<file path="config.mk">
export PLATFORM = sky130hd
export DESIGN_NAME = shuffled_order_generator
export DESIGN_NICKNAME = d
export VERILOG_FILES = /design/src/hdl/sog_pkg.sv /design/src/hdl/sog_divider.sv /design/src/hdl/shuffled_order_generator.sv
export SDC_FILE = /design/constraint.sdc
export NUM_CORES = 1
export LEC_CHECK = 0
export ABC_AREA = 1
export BUFFER_PORTS_ARGS = -buffer_cell sky130_fd_sc_hd__buf_4
export CAP_MARGIN = 5
export CORE_MARGIN = 5
export CORE_UTILIZATION = 45
export CTS_CLUSTER_SIZE = 8
export DETAILED_ROUTE_END_ITERATION = 6
export SYNTH_ARGS = -nofsm -noshare
export SYNTH_HDL_FRONTEND = slang
export SYNTH_HIERARCHICAL = 1
export SYNTH_SLANG_ARGS = --single-unit
</file>
<file path="constraint.sdc">
create_clock -name clk -period 3.4 [get_ports clk]
set_clock_uncertainty 0.2 [all_clocks]
set_input_delay 0.34 -clock clk [delete_from_list [all_inputs] [get_ports clk]]
set_output_delay 0.34 -clock clk [all_outputs]
set_load 0.02 [all_outputs]
</file>
<file path="src/hdl/sog_pkg.sv">
// shared types and constants for the shuffled order generator
// no dependencies
package sog_pkg;

  localparam int ITEM_COUNT = 16;
  localparam int IDX_W      = $clog2(ITEM_COUNT);
  localparam int POS_W      = $clog2(ITEM_COUNT + 1);
  localparam int RAND_W     = 16;
  localparam int OUT_IDX_W  = 4;
  localparam int STEP_W     = $clog2(RAND_W + 1);

  typedef logic [IDX_W-1:0] idx_t;

  typedef enum logic [1:0] {
    FUNC_RESTART = 2'd0,
    FUNC_DRAW    = 2'd1,
    FUNC_NEXT    = 2'd2,
    FUNC_NONE    = 2'd3
  } func_t;

endpackage

</file>
<file path="src/hdl/sog_divider.sv">
// iterative restoring remainder unit, one quotient bit per cycle
// depends on sog_pkg
module sog_divider
  import sog_pkg::*;
(
  input  logic              clk,
  input  logic              rst_n,
  input  logic              start,
  input  logic [RAND_W-1:0] dividend,
  input  logic [IDX_W:0]    divisor,
  output logic              done,
  output idx_t              remainder
);

  logic              busy_r,  busy_nxt;
  logic              done_r,  done_nxt;
  logic [STEP_W-1:0] cnt_r,   cnt_nxt;
  logic [RAND_W-1:0] dvd_r,   dvd_nxt;
  logic [IDX_W:0]    dsr_r,   dsr_nxt;
  logic [IDX_W:0]    rem_r,   rem_nxt;
  logic [IDX_W+1:0]  trial;

  // one shift and conditional subtract per step
  always_comb begin
    busy_nxt = busy_r;
    done_nxt = 1'b0;
    cnt_nxt  = cnt_r;
    dvd_nxt  = dvd_r;
    dsr_nxt  = dsr_r;
    rem_nxt  = rem_r;
    trial    = {rem_r, dvd_r[RAND_W-1]};
    if (start) begin
      busy_nxt = 1'b1;
      cnt_nxt  = STEP_W'(RAND_W);
      dvd_nxt  = dividend;
      dsr_nxt  = divisor;
      rem_nxt  = '0;
    end else if (busy_r) begin
      if (trial >= {1'b0, dsr_r}) begin
        rem_nxt = (IDX_W+1)'(trial - {1'b0, dsr_r});
      end else begin
        rem_nxt = trial[IDX_W:0];
      end
      dvd_nxt = {dvd_r[RAND_W-2:0], 1'b0};
      cnt_nxt = cnt_r - 1'b1;
      if (cnt_r == STEP_W'(1)) begin
        busy_nxt = 1'b0;
        done_nxt = 1'b1;
      end
    end
  end

  // control state
  always_ff @(posedge clk) begin
    if (!rst_n) begin
      busy_r <= 1'b0;
      done_r <= 1'b0;
      cnt_r  <= '0;
    end else begin
      busy_r <= busy_nxt;
      done_r <= done_nxt;
      cnt_r  <= cnt_nxt;
    end
  end

  // datapath
  always_ff @(posedge clk) begin
    dvd_r <= dvd_nxt;
    dsr_r <= dsr_nxt;
    rem_r <= rem_nxt;
  end

  assign done      = done_r;
  assign remainder = rem_r[IDX_W-1:0];

endmodule

</file>
<file path="src/hdl/shuffled_order_generator.sv">
// shuffled order generator: restart, next index, identity refill of ITEM_COUNT entries, and
// draw (the last draw adds a history check and may swap entries 0 and 1); draw time is
// set by the 16-step remainder unit and the single table read port
// one request at a time: ready only while idle, result held until taken
// synchronous active-low reset: order exhausted, no shuffle, no history;
// the order table itself is not cleared
module shuffled_order_generator
  import sog_pkg::*;
(
  input  logic                 clk,
  input  logic                 rst_n,
  input  logic                 in_valid,
  output logic                 in_ready,
  input  logic [1:0]           in_func,
  input  logic [RAND_W-1:0]    in_rand_word,
  output logic                 out_valid,
  input  logic                 out_ready,
  output logic [OUT_IDX_W-1:0] out_order_index,
  output logic                 out_index_valid,
  output logic                 out_need_draw
);

  typedef enum logic [12:0] {
    S_IDLE   = 13'b0000000000001,
    S_FILL   = 13'b0000000000010,
    S_DIV    = 13'b0000000000100,
    S_RD_B   = 13'b0000000001000,
    S_SWAP_A = 13'b0000000010000,
    S_SWAP_B = 13'b0000000100000,
    S_FIN_A  = 13'b0000001000000,
    S_FIN_B  = 13'b0000010000000,
    S_FIN_C  = 13'b0000100000000,
    S_FIN_D  = 13'b0001000000000,
    S_NEXT_A = 13'b0010000000000,
    S_NEXT_B = 13'b0100000000000,
    S_OUT    = 13'b1000000000000
  } state_t;

  state_t            state_r, state_nxt;
  logic [POS_W-1:0]  rp_r,    rp_nxt;
  idx_t              sp_r,    sp_nxt;
  logic              act_r,   act_nxt;
  idx_t              last_r,  last_nxt;
  logic              hl_r,    hl_nxt;
  idx_t              fc_r,    fc_nxt;
  idx_t              j_r,     j_nxt;
  idx_t              a_r,     a_nxt;
  idx_t              idx_r,   idx_nxt;
  logic              iv_r,    iv_nxt;

  idx_t              mem [ITEM_COUNT];
  idx_t              rdata_r;
  idx_t              raddr;
  idx_t              waddr;
  idx_t              wdata;
  logic              we;

  logic              div_start;
  logic              div_done;
  idx_t              div_rem;
  logic [IDX_W:0]    div_divisor;
  logic [IDX_W+3:0]  idx_ext;
  logic              accept;

  assign accept      = in_valid && in_ready;
  assign div_divisor = {1'b0, sp_r} + 1'b1;

  // shared remainder unit for rand_word mod (i+1)
  sog_divider u_div (
    .clk       (clk),
    .rst_n     (rst_n),
    .start     (div_start),
    .dividend  (in_rand_word),
    .divisor   (div_divisor),
    .done      (div_done),
    .remainder (div_rem)
  );

  // sequencer
  always_comb begin
    state_nxt = state_r;
    rp_nxt    = rp_r;
    sp_nxt    = sp_r;
    act_nxt   = act_r;
    last_nxt  = last_r;
    hl_nxt    = hl_r;
    fc_nxt    = fc_r;
    j_nxt     = j_r;
    a_nxt     = a_r;
    idx_nxt   = idx_r;
    iv_nxt    = iv_r;
    raddr     = sp_r;
    waddr     = fc_r;
    wdata     = fc_r;
    we        = 1'b0;
    div_start = 1'b0;
    case (state_r)
      S_IDLE: begin
        if (accept) begin
          idx_nxt   = '0;
          iv_nxt    = 1'b0;
          state_nxt = S_OUT;
          case (in_func)
            FUNC_RESTART: begin
              rp_nxt  = POS_W'(ITEM_COUNT);
              hl_nxt  = 1'b0;
              act_nxt = 1'b0;
            end
            FUNC_DRAW: begin
              if (act_r) begin
                div_start = 1'b1;
                state_nxt = S_DIV;
              end
            end
            FUNC_NEXT: begin
              if (!act_r) begin
                if (rp_r >= POS_W'(ITEM_COUNT)) begin
                  fc_nxt    = '0;
                  state_nxt = S_FILL;
                end else begin
                  state_nxt = S_NEXT_A;
                end
              end
            end
            default: begin
            end
          endcase
        end
      end
      // identity refill, one entry a cycle
      S_FILL: begin
        we     = 1'b1;
        waddr  = fc_r;
        wdata  = fc_r;
        fc_nxt = fc_r + 1'b1;
        if (fc_r == IDX_W'(ITEM_COUNT - 1)) begin
          sp_nxt    = IDX_W'(ITEM_COUNT - 1);
          act_nxt   = 1'b1;
          state_nxt = S_OUT;
        end
      end
      // wait for partner index, keep reading entry i
      S_DIV: begin
        raddr = sp_r;
        if (div_done) begin
          j_nxt     = div_rem;
          state_nxt = S_RD_B;
        end
      end
      S_RD_B: begin
        raddr     = j_r;
        a_nxt     = rdata_r;
        state_nxt = S_SWAP_A;
      end
      S_SWAP_A: begin
        we        = 1'b1;
        waddr     = sp_r;
        wdata     = rdata_r;
        state_nxt = S_SWAP_B;
      end
      S_SWAP_B: begin
        we        = 1'b1;
        waddr     = j_r;
        wdata     = a_r;
        sp_nxt    = sp_r - 1'b1;
        state_nxt = S_OUT;
        if (sp_r == IDX_W'(1)) begin
          if (hl_r) begin
            state_nxt = S_FIN_A;
          end else begin
            rp_nxt  = '0;
            act_nxt = 1'b0;
          end
        end
      end
      // avoid repeating the last issued index across the pass boundary
      S_FIN_A: begin
        raddr     = '0;
        state_nxt = S_FIN_B;
      end
      S_FIN_B: begin
        raddr     = IDX_W'(1);
        a_nxt     = rdata_r;
        state_nxt = S_FIN_C;
      end
      S_FIN_C: begin
        if (a_r == last_r) begin
          we        = 1'b1;
          waddr     = '0;
          wdata     = rdata_r;
          state_nxt = S_FIN_D;
        end else begin
          rp_nxt    = '0;
          act_nxt   = 1'b0;
          state_nxt = S_OUT;
        end
      end
      S_FIN_D: begin
        we        = 1'b1;
        waddr     = IDX_W'(1);
        wdata     = a_r;
        rp_nxt    = '0;
        act_nxt   = 1'b0;
        state_nxt = S_OUT;
      end
      // issue the stored entry
      S_NEXT_A: begin
        raddr     = rp_r[IDX_W-1:0];
        state_nxt = S_NEXT_B;
      end
      S_NEXT_B: begin
        idx_nxt   = rdata_r;
        iv_nxt    = 1'b1;
        last_nxt  = rdata_r;
        hl_nxt    = 1'b1;
        rp_nxt    = rp_r + 1'b1;
        state_nxt = S_OUT;
      end
      S_OUT: begin
        if (out_ready) begin
          state_nxt = S_IDLE;
        end
      end
      default: begin
        state_nxt = S_IDLE;
      end
    endcase
  end

  // control state
  always_ff @(posedge clk) begin
    if (!rst_n) begin
      state_r <= S_IDLE;
      rp_r    <= POS_W'(ITEM_COUNT);
      sp_r    <= '0;
      act_r   <= 1'b0;
      last_r  <= '0;
      hl_r    <= 1'b0;
      iv_r    <= 1'b0;
    end else begin
      state_r <= state_nxt;
      rp_r    <= rp_nxt;
      sp_r    <= sp_nxt;
      act_r   <= act_nxt;
      last_r  <= last_nxt;
      hl_r    <= hl_nxt;
      iv_r    <= iv_nxt;
    end
  end

  // datapath registers
  always_ff @(posedge clk) begin
    fc_r  <= fc_nxt;
    j_r   <= j_nxt;
    a_r   <= a_nxt;
    idx_r <= idx_nxt;
  end

  // order table, one write and one registered read port
  always_ff @(posedge clk) begin
    if (we) begin
      mem[waddr] <= wdata;
    end
    rdata_r <= mem[raddr];
  end

  // outputs
  assign idx_ext         = {4'b0000, idx_r};
  assign in_ready        = (state_r == S_IDLE);
  assign out_valid       = (state_r == S_OUT);
  assign out_order_index = idx_ext[OUT_IDX_W-1:0];
  assign out_index_valid = iv_r;
  assign out_need_draw   = act_r;

endmodule

</file>
* Word-level counts from Yosys, hierarchy flattened
Memories as Yosys holds them, arrays and structs flattened. A register that Yosys moved wholly into a read port is not among the register bits. Index checks and enable logic that the tools add are counted.
Cells by class: bitwise gates (word level) 2, equality and inequality tests 30, mux-type cells 59, reduce and logical (&&, ||, !) cells 22, add/sub/neg operators 6, $lt $le $gt $ge 2
Operator list (number):
- 13-bit case mux with 12 select lines | 1
- 13-bit two-way mux | 9
- 5-bit two-way mux | 8
- 16-bit two-way mux | 2
- 4-bit two-way mux | 8
- 4-bit case mux with 4 select lines | 2
- 13-bit case mux with 2 select lines | 1
- 5-bit case mux with 5 select lines | 1
- 4-bit case mux with 2 select lines | 3
- 1-bit two-way mux | 18
- 13-bit by 1-bit == test with 1-bit output, second input constant | 1
- 13-bit by 10-bit == test with 1-bit output, second input constant | 1
- 13-bit by 11-bit == test with 1-bit output, second input constant | 1
- 13-bit by 12-bit == test with 1-bit output, second input constant | 1
- 13-bit == test, second input constant | 1
- 13-bit by 2-bit == test with 1-bit output, second input constant | 1
- 13-bit by 3-bit == test with 1-bit output, second input constant | 1
- 13-bit by 4-bit == test with 1-bit output, second input constant | 1
- 13-bit by 5-bit == test with 1-bit output, second input constant | 1
- 13-bit by 6-bit == test with 1-bit output, second input constant | 1
- 13-bit by 7-bit == test with 1-bit output, second input constant | 1
- 13-bit by 8-bit == test with 1-bit output, second input constant | 1
- 13-bit by 9-bit == test with 1-bit output, second input constant | 1
- 2-bit by 1-bit inequality test with 1-bit output, second input constant | 6
- other kinds (33) | 49
Word-level totals: bits of input ports 22, memory bits (writable) 64, output and inout bits 8, register bits after elaboration 78, word-level logic and storage cells 140, memories 1
Memory list:
- mem | depth 16, bits a word 4, read ports 1, clocked after Yosys merged registers in 1, write ports 1, line shuffled_order_generator.sv:51 | idx_t mem [ITEM_COUNT];

* Logic depth before layout (Yosys ltp)
Gate-level depths: netlist of the first run.
depth in word-level cells 6, mapped depth 16, gate-level depth less buffers 15

* Modules after synthesis
Netlist of the first run, hierarchy kept.
Modules (own cells, without submodules):
- shuffled_order_generator | seq. area each 3062.9 sq um, cells each 645, times used 1, area each 5818.1 sq um
- sog_divider | seq. area each 870.8 sq um, cells each 199, times used 1, area each 1661.6 sq um

* Worst setup path before layout of the first run
Ideal clock, no wire load.
kind register -> register, start point register state_r[8], end point register u_div.dvd_r[0] (enable), stages on the path, launching flop included 10, slack 0.501 ns, path buffers 0, required time 2.832 ns, period minus slack after synthesis 2.899 ns, setup time 0.368 ns, arrival 2.331 ns, cells stage by stage dfxtp_1 -> nor2_2 -> nand2_2 -> nor2_8 -> nand3_2 -> nor2_1 -> nand2_1 -> nor2_1 -> nor2_1 -> inv_1
Between the ends: word-level cells in the longest chain between the ends 5
Ends and longest elaborated chain:
- start: declaration | line shuffled_order_generator.sv:39 | state_t state_r, state_nxt;
- start signal: assignment | line shuffled_order_generator.sv:241 | state_r <= state_nxt;
- 13-bit by 1-bit == test with 1-bit output * | line shuffled_order_generator.sv:269 | assign in_ready = (state_r == S_IDLE);
- named net in_ready | line shuffled_order_generator.sv:13 | output logic in_ready,
- 1-bit logical AND | line shuffled_order_generator.sv:65 | assign accept = in_valid && in_ready;
- 1-bit two-way mux | line shuffled_order_generator.sv:99 | if (accept) begin
- 1-bit two-way mux * | line shuffled_order_generator.sv:97 | case (state_r)
- named net div_start | line shuffled_order_generator.sv:58 | logic div_start;
- 2-bit nonzero test (no line) *
- end signal: assignment | line sog_divider.sv:68 | dvd_r <= dvd_nxt;
- end: declaration | line sog_divider.sv:18 | logic [RAND_W-1:0] dvd_r, dvd_nxt;
The timed path passes the listed nets; every way through them passes the cells marked *. A chain may end at the register's enable or synchronous reset.

* Worst setup path in the final report of the first run
start point register state_r[10], end point register u_div.dvd_r[10], data pin
Between the ends: word-level cells in the longest chain between the ends 5
Ends and longest elaborated chain:
- 13-bit by 1-bit == test with 1-bit output * | line shuffled_order_generator.sv:97, shuffled_order_generator.sv:269
- 1-bit logical AND | line shuffled_order_generator.sv:65
- 1-bit two-way mux | line shuffled_order_generator.sv:99
- 1-bit two-way mux * | line shuffled_order_generator.sv:97
- named net div_start | line shuffled_order_generator.sv:58
- 16-bit two-way mux * | line sog_divider.sv:32 | if (start) begin
- named net u_div.dvd_nxt[10] | line sog_divider.sv:18
Marks and branches as above.

==> reports/qor.csv, run 1 <==
metric;value;unit
status;complete, no violations;
total core area;0.01647;sq mm
fraction of registers with async set/reset;0;
clk buf depth;2;
Simple-Gate Fraction of Synth Area;0.2911;
Finished Core Util;0.5283;
WL/cell;14.92;microns
drt first pass iters;5;
main combinational cell family by area after synthesis;simple AND/OR/NAND/NOR gates;
synth-to-layout area growth;16.29;%
CTS Sinks;146;
H-tree depth;4;
layout cells sized above 1;0.1484;
Slew Viols, Final;0;
n_diodes;0;
Port Buf Inserts;29;
Compound-Gate Fraction of Synth Area;0.06223;
Slew @ Worst Pin;0.6040;ns
CTS tree;yes;
Lkg Pwr;0.003786;uW
Hold Startpoint;in_rand_word[11];
worst reg2reg endpoint;u_div/dvd_r[10];
mux share of post-synthesis cell area;0;
Unique masters post-synth;55;
Nets;935;
Max Cap Viol;0;
Syn Inst Count;844;
Seq/Total Area, Yosys;0.5259;
cts bufs inserted;17;
reg-to-reg slack, setup;0.62;ns
Startpoint Class;register;
CTS root buffer;clkbuf_16;
row cnt;47;
Post-CTS Resized;0;
Final Wtd Congestion;0.8484;
worst vdd ir;0.0003517;V
Detailed Place HPWL;12170;microns
vias in the first global route;5549;
first-pass GRT wire length;28030;microns
commonest cells after routing, fill and taps aside;211 x nand2_1, 120 x inv_1, 101 x edfxtp_1;
synthesized area;0.007480;sq mm
Ports;30;
worst path arrival time;2.76;ns
dominant synthesized flop cell;edfxtp_1;
HP Class;in -> reg;
Critical Path End Type;register;
Final WS setup;0.6163;ns
Syn Nets;882;
P per Cell Area;578.9;mW/mm^2
setup violators final;0;
Worst Hold End;u_div/dvd_r[11];
Horiz. Die Dim;138.9;microns
Tmin final;2.784;ns
synthesized area per cell;8.862;sq um
Setup TNS Final;0;ns
largest net degree at the start of global routing;34;
Worst-path clk slew;0.06;ns
Placement Setup Slack;0.6247;ns
Worst Path Required;3.38;ns
worst-path maximum fanout;25;
drc violations;0;
Clk Latency, worst-skew pair;0.42;ns
WL final;16860;microns
DIE AREA;0.01930;sq mm
Initial Util;0.4543;
Total GRT Usage;0.1818;
Filler cells;1533;
initial antenna violation count;0;
drt via density;5.052;
Initial DRC Count;438;
Die Y;138.9;microns
CTS Hold Bufs;15;
FMAX;359.2;MHz
number of setup buffers added after CTS;0;
synthesized flop and latch total;146;
via count;5709;
Hold Crit Depth;3;
Post-synth EDFFs;101;
synth warn;6;
Post-Synth XOR/XNOR Area;0.009368;
RSZ-0062 raised after global routing;no;
remaining antenna violation count after routing;0;
R2R cell count;11;
critical path class;reg -> reg;
Remaining Overflow, GRT;0;
Final Power;5036;uW
Synth Area in Adders;0.02777;
Crit Reg-Reg Startpoint;state_r[10];
Slew Limit Headroom;0.5942;
final hold vios;0;
most common cell after layout, fill and taps aside;nand2_1;
crit share post-route;0.8187;
[registers in the layout (all words and copies together) (netlist names), 4 cells and up]
signal / count
out_order_index: 4
a_r: 4
mem: 64
sp_r: 4
fc_r: 4
u_div/dsr_r: 5
rp_r: 5
last_r: 4
j_r: 4
u_div/dvd_r: 16
u_div/rem_r: 5
state_r: 13
u_div/cnt_r: 5
rdata_r: 4
[cell type report]
cell class                      instances  area, sq um  share of cell area
Multi-Input combinational cell        549         2923              0.3360
Timing Repair Buffer                   55        450.4             0.05178
Sequential cell                       146         3934              0.4522
Inverter                              128        483.0             0.05552
Tap cell                              220        275.3             0.03165
Clock inverter                         11        151.4             0.01741
Clock buffer                           21        481.7             0.05538
[logic make-up after synthesis]
family                     after synthesis
xor gates and xnor gates                 8
AOI/OAI and AO/OA                       69
adders and majority gates               16
buffers and inverters                  149
and+or+nand+nor                        456
DFF                                    146
[Yosys cell counts, types with 5 or more instances]
master,count,area share
xor2_1,7,0.0082
dfxtp_1,45,0.12
nand4_1,10,0.0084
ha_1,15,0.025
buf_6,5,0.0075
buf_2,9,0.0060
nor2_4,5,0.0075
nor2_1,69,0.035
nand2_2,11,0.0092
inv_2,6,0.0030
nand3_1,100,0.067
nand2_1,211,0.11
inv_1,120,0.060
nor2_2,12,0.010
a21oi_1,20,0.013
nand2_4,6,0.0090
nand3b_1,6,0.0060
nor3_1,9,0.0060
edfxtp_1,101,0.41
o21ai_0,13,0.0087
a31oi_1,5,0.0042
[routing by layer]
metal | routed length [microns] | global-route usage | up-vias
li1 | - | - | 2893
met1 | 8029 | 0.2510 | 2630
met2 | 7654 | 0.2917 | 169
met3 | 947 | 0.03862 | 17
met4 | 224 | 0.05046 | 0
met5 | 0 | 0 | -
[where the power goes]
part,total (uW),internal [uW],switching [uW]
logic,960,332,628
registers,2100,2010,85.9
clock network,1980,1240,737
total,5040,3580,1450
[metrics by stage]
step | std cells | hold WS (ns) | area (sq um)
floorplan | 844 | 0.2308 | 7480
global placement | 1083 | 0.2629 | 7915
detailed placement | 1083 | 0.2660 | 7915
CTS | 1130 | 0.001711 | 8698
global route | 1130 | 0.01958 | 8698
finish | 1130 | 0.02635 | 8698
[critical path, stage by stage, from the launching register on]
cell,delay [ns]
dfxtp_1,0.35
nor2_4,0.14
nand2_2,0.10
nor2_8,0.19
nand3_2,0.13
nor2_1,0.25
nand2_1,0.17
nor2_2,0.22
buf_4,0.32
inv_1,0.27
nand2_1,0.13
nand2_1,0.05
[how the worst max path moves through the flow]
stage               cells after the start        start               to
floorplan                               9   state_r[8]   u_div/dvd_r[0]
global placement                        8       a_r[1]       mem[14][1]
detailed placement                      8       a_r[1]       mem[14][1]
CTS                                     8       a_r[1]       mem[14][1]
global route                           11   state_r[8]  u_div/dvd_r[15]
finish                                 11  state_r[10]  u_div/dvd_r[10]
No activity file was read; power rests on OpenSTA's default activity.
==> run 2: changes to the inputs <==
==> constraint.sdc (replaced) <==
create_clock -name clk -period 2.7 [get_ports clk]
set_clock_uncertainty 0.2 [all_clocks]
set_input_delay 0.27 -clock clk [delete_from_list [all_inputs] [get_ports clk]]
set_output_delay 0.27 -clock clk [all_outputs]
set_load 0.02 [all_outputs]
==> run 2 against run 1 <==
- first-iteration DRC count grew 29%
- hold slack better by 0.052 ns
- register-to-register slack got worse by 0.50 ns
- sequential cell count did not move
- clock power increased by 15%
- sequential power is 26% higher
- combinational power grew 35%
- critical path depth is 3 higher
- routed wire length grew 2.5%
- global-route usage about the same
- critical endpoint is now mem[12][3]
- highest routed layer unchanged
==> reports/qor.csv, run 2 (synthesis results as in run 1) <==
metric;value;unit;change
status;complete, no violations;;
CTS root buffer;clkbuf_16;;
via count;5809;;+1.8%
Horiz. Die Dim;138.9;microns;unchanged
cts bufs inserted;17;;unchanged
Hold Crit Depth;4;;+1
Slew Limit Headroom;0.5688;;-0.02545
clk buf depth;2;;unchanged
Crit Reg-Reg Startpoint;state_r[11];;
Slew Viols, Final;0;;unchanged
Hold Startpoint;in_valid;;
WL/cell;14.94;microns;+0.13%
CTS tree;yes;;
n_diodes;0;;unchanged
Biggest register;mem;;
Port Buf Inserts;29;;unchanged
most common cell after layout, fill and taps aside;nand2_1;;
Finished Core Util;0.5471;;+0.01885
Worst Path Required;2.64;ns;-0.74 ns
HP Class;in -> reg;;
CTS Sinks;146;;unchanged
worst path arrival time;2.52;ns;-0.24 ns
R2R cell count;14;;+3
final hold vios;0;;unchanged
WL final;17280;microns;+2.5%
crit share post-route;0.9553;;+0.1365
Top Registers;mem (64), u_div/dvd_r (16), state_r (13);;
Worst-path clk slew;0.06;ns;about the same
Startpoint Class;register;;
Die Y;138.9;microns;unchanged
remaining antenna violation count after routing;0;;unchanged
Initial Util;0.4543;;unchanged
FMAX;387.7;MHz;+7.9%
row cnt;47;;unchanged
drt via density;5.021;;-0.62%
critical path class;reg -> reg;;
worst vdd ir;0.0004532;V;+29%
worst-path maximum fanout;8;;-68%
Ports;30;;unchanged
worst reg2reg endpoint;mem[12][3];;
multi-input logic area;0.003078;sq mm;+5.3%
Final Wtd Congestion;0.9355;;+10%
Tmin final;2.579;ns;-0.2045 ns
drc violations;0;;unchanged
Slowest-stage cell, CP;dfxtp_1;;
Detailed Place HPWL;12530;microns;+3.0%
total core area;0.01647;sq mm;unchanged
DIE AREA;0.01930;sq mm;unchanged
Largest stage delay, worst path;0.34;ns;about the same
Worst Hold End;out_index_valid;;
Setup TNS Final;0;ns;unchanged
Slew @ Worst Pin;0.6429;ns;+0.03884 ns
Initial DRC Count;565;;+29%
Clk Latency, worst-skew pair;0.42;ns;about the same
Total GRT Usage;0.1817;;about the same
first-pass GRT wire length;28060;microns;about the same
H-tree depth;4;;unchanged
P per Cell Area;689.5;mW/mm^2;+19%
max reg flops;64;;unchanged
vias in the first global route;5553;;+0.072%
Filler cells;1535;;+0.13%
crit-path cells;nor2_4 > nand2_2 > nor2_8 > nand2_4 > nor2_8 > inv_4 > nand2_2 > nor2_2 > a21oi_2 > nand2_1 > o21ai_4 > nand3_4 > nor2_4 > buf_4;;
setup violators final;0;;unchanged
Lkg Pwr;0.003917;uW;+3.5%
Critical Path End Type;register;;
synth-to-layout area growth;20.44;%;
Register Area;0.003934;sq mm;unchanged
Remaining Overflow, GRT;0;;unchanged
Max Cap Viol;0;;unchanged
initial antenna violation count;0;;unchanged
drt first pass iters;5;;unchanged
layout cells sized above 1;0.1900;;+0.04162
largest net degree at the start of global routing;33;;-2.9%
reg-to-reg slack, setup;0.12;ns;-0.50 ns
Nets;962;;+2.9%
commonest cells after routing, fill and taps aside;208 x nand2_1, 119 x inv_1, 101 x edfxtp_1;;
-- run 2: cell count changes in the layout (fill, tap and decap cells not counted), sizes merged --
cell and delta:
buf +24, dlygate4sd3 +3, clkinv +1, bufinv -2
inv +2, clkbuf +1, clkinvlp -2
-- run 2: final cells by class --
| cell class | count | share of cell area |
|---|---|---|
| repair buffers | 82 | 0.07375 |
| well taps | 220 | 0.03056 |
| clock inverters | 10 | 0.01097 |
| flip-flops and latches | 146 | 0.4367 |
| inverters | 128 | 0.05361 |
| multi-input cells | 549 | 0.3417 |
| clock buffers | 22 | 0.05278 |
-- run 2: where the power goes --
group	total, uW	switching, uW	internal, uW
combinational	1300	843	461
sequential	2640	106	2540
clock	2270	912	1350
total	6210	1860	4350
-- run 2: timing repair --
| item | in CTS | in global routing |
|---|---|---|
| pin swaps | 0 | 6 |
| gates resized for setup | 1 | 35 |
| setup buffers | 0 | 3 |
| hold buffers | 18 | 0 |
| cloned | 0 | 0 |
| endpoints found under the hold margin | 23 | 0 |
| endpoints found under the setup margin | 2 | 59 |
-- run 2: routing by layer --
layer  part of all wire  routed length (microns)  vias to the layer above  global-route usage
li1                   -                        -                     2940                   -
met1               0.46                     7975                     2670              0.2467
met2               0.46                     7909                      175              0.2823
met3              0.064                     1108                       24             0.05310
met4              0.017                      290                        0             0.05716
met5                  0                        0                        -                   0
-- run 2: worst max-delay path by stage --
stage	start	end	cells past startpoint
after floorplan	state_r[8]	u_div/dvd_r[0]	9
after global placement	state_r[8]	mem[14][1]	13
after detailed placement	state_r[10]	mem[14][0]	13
after CTS	state_r[10]	mem[6][2]	13
after global routing	state_r[9]	mem[12][1]	14
final	state_r[11]	mem[12][3]	14
-- run 2: worst max-delay path: cells and delay by family, from the launching register on --
kind	cells	cell delay (ns)
compound gates	2	0.29
buf+inv	2	0.22
flops	1	0.34
simple gates	10	1.24
-- run 2: through the flow --
| step | worst slack (ns) | power (uW) | instance area, sq um | hold slack [ns] | std cells |
|---|---|---|---|---|---|
| floorplan | 0.1112 | 3577 | 7482 | 0.2019 | 844 |
| global placement | 0.1237 | 3935 | 8075 | 0.2558 | 1104 |
| detailed placement | 0.005268 | 3929 | 8075 | 0.2597 | 1104 |
| CTS | 0.03335 | 6212 | 8832 | 0.06845 | 1154 |
| global route | -0.02148 | 6525 | 9009 | 0.1046 | 1157 |
| finish | 0.1207 | 6211 | 9009 | 0.07814 | 1157 |
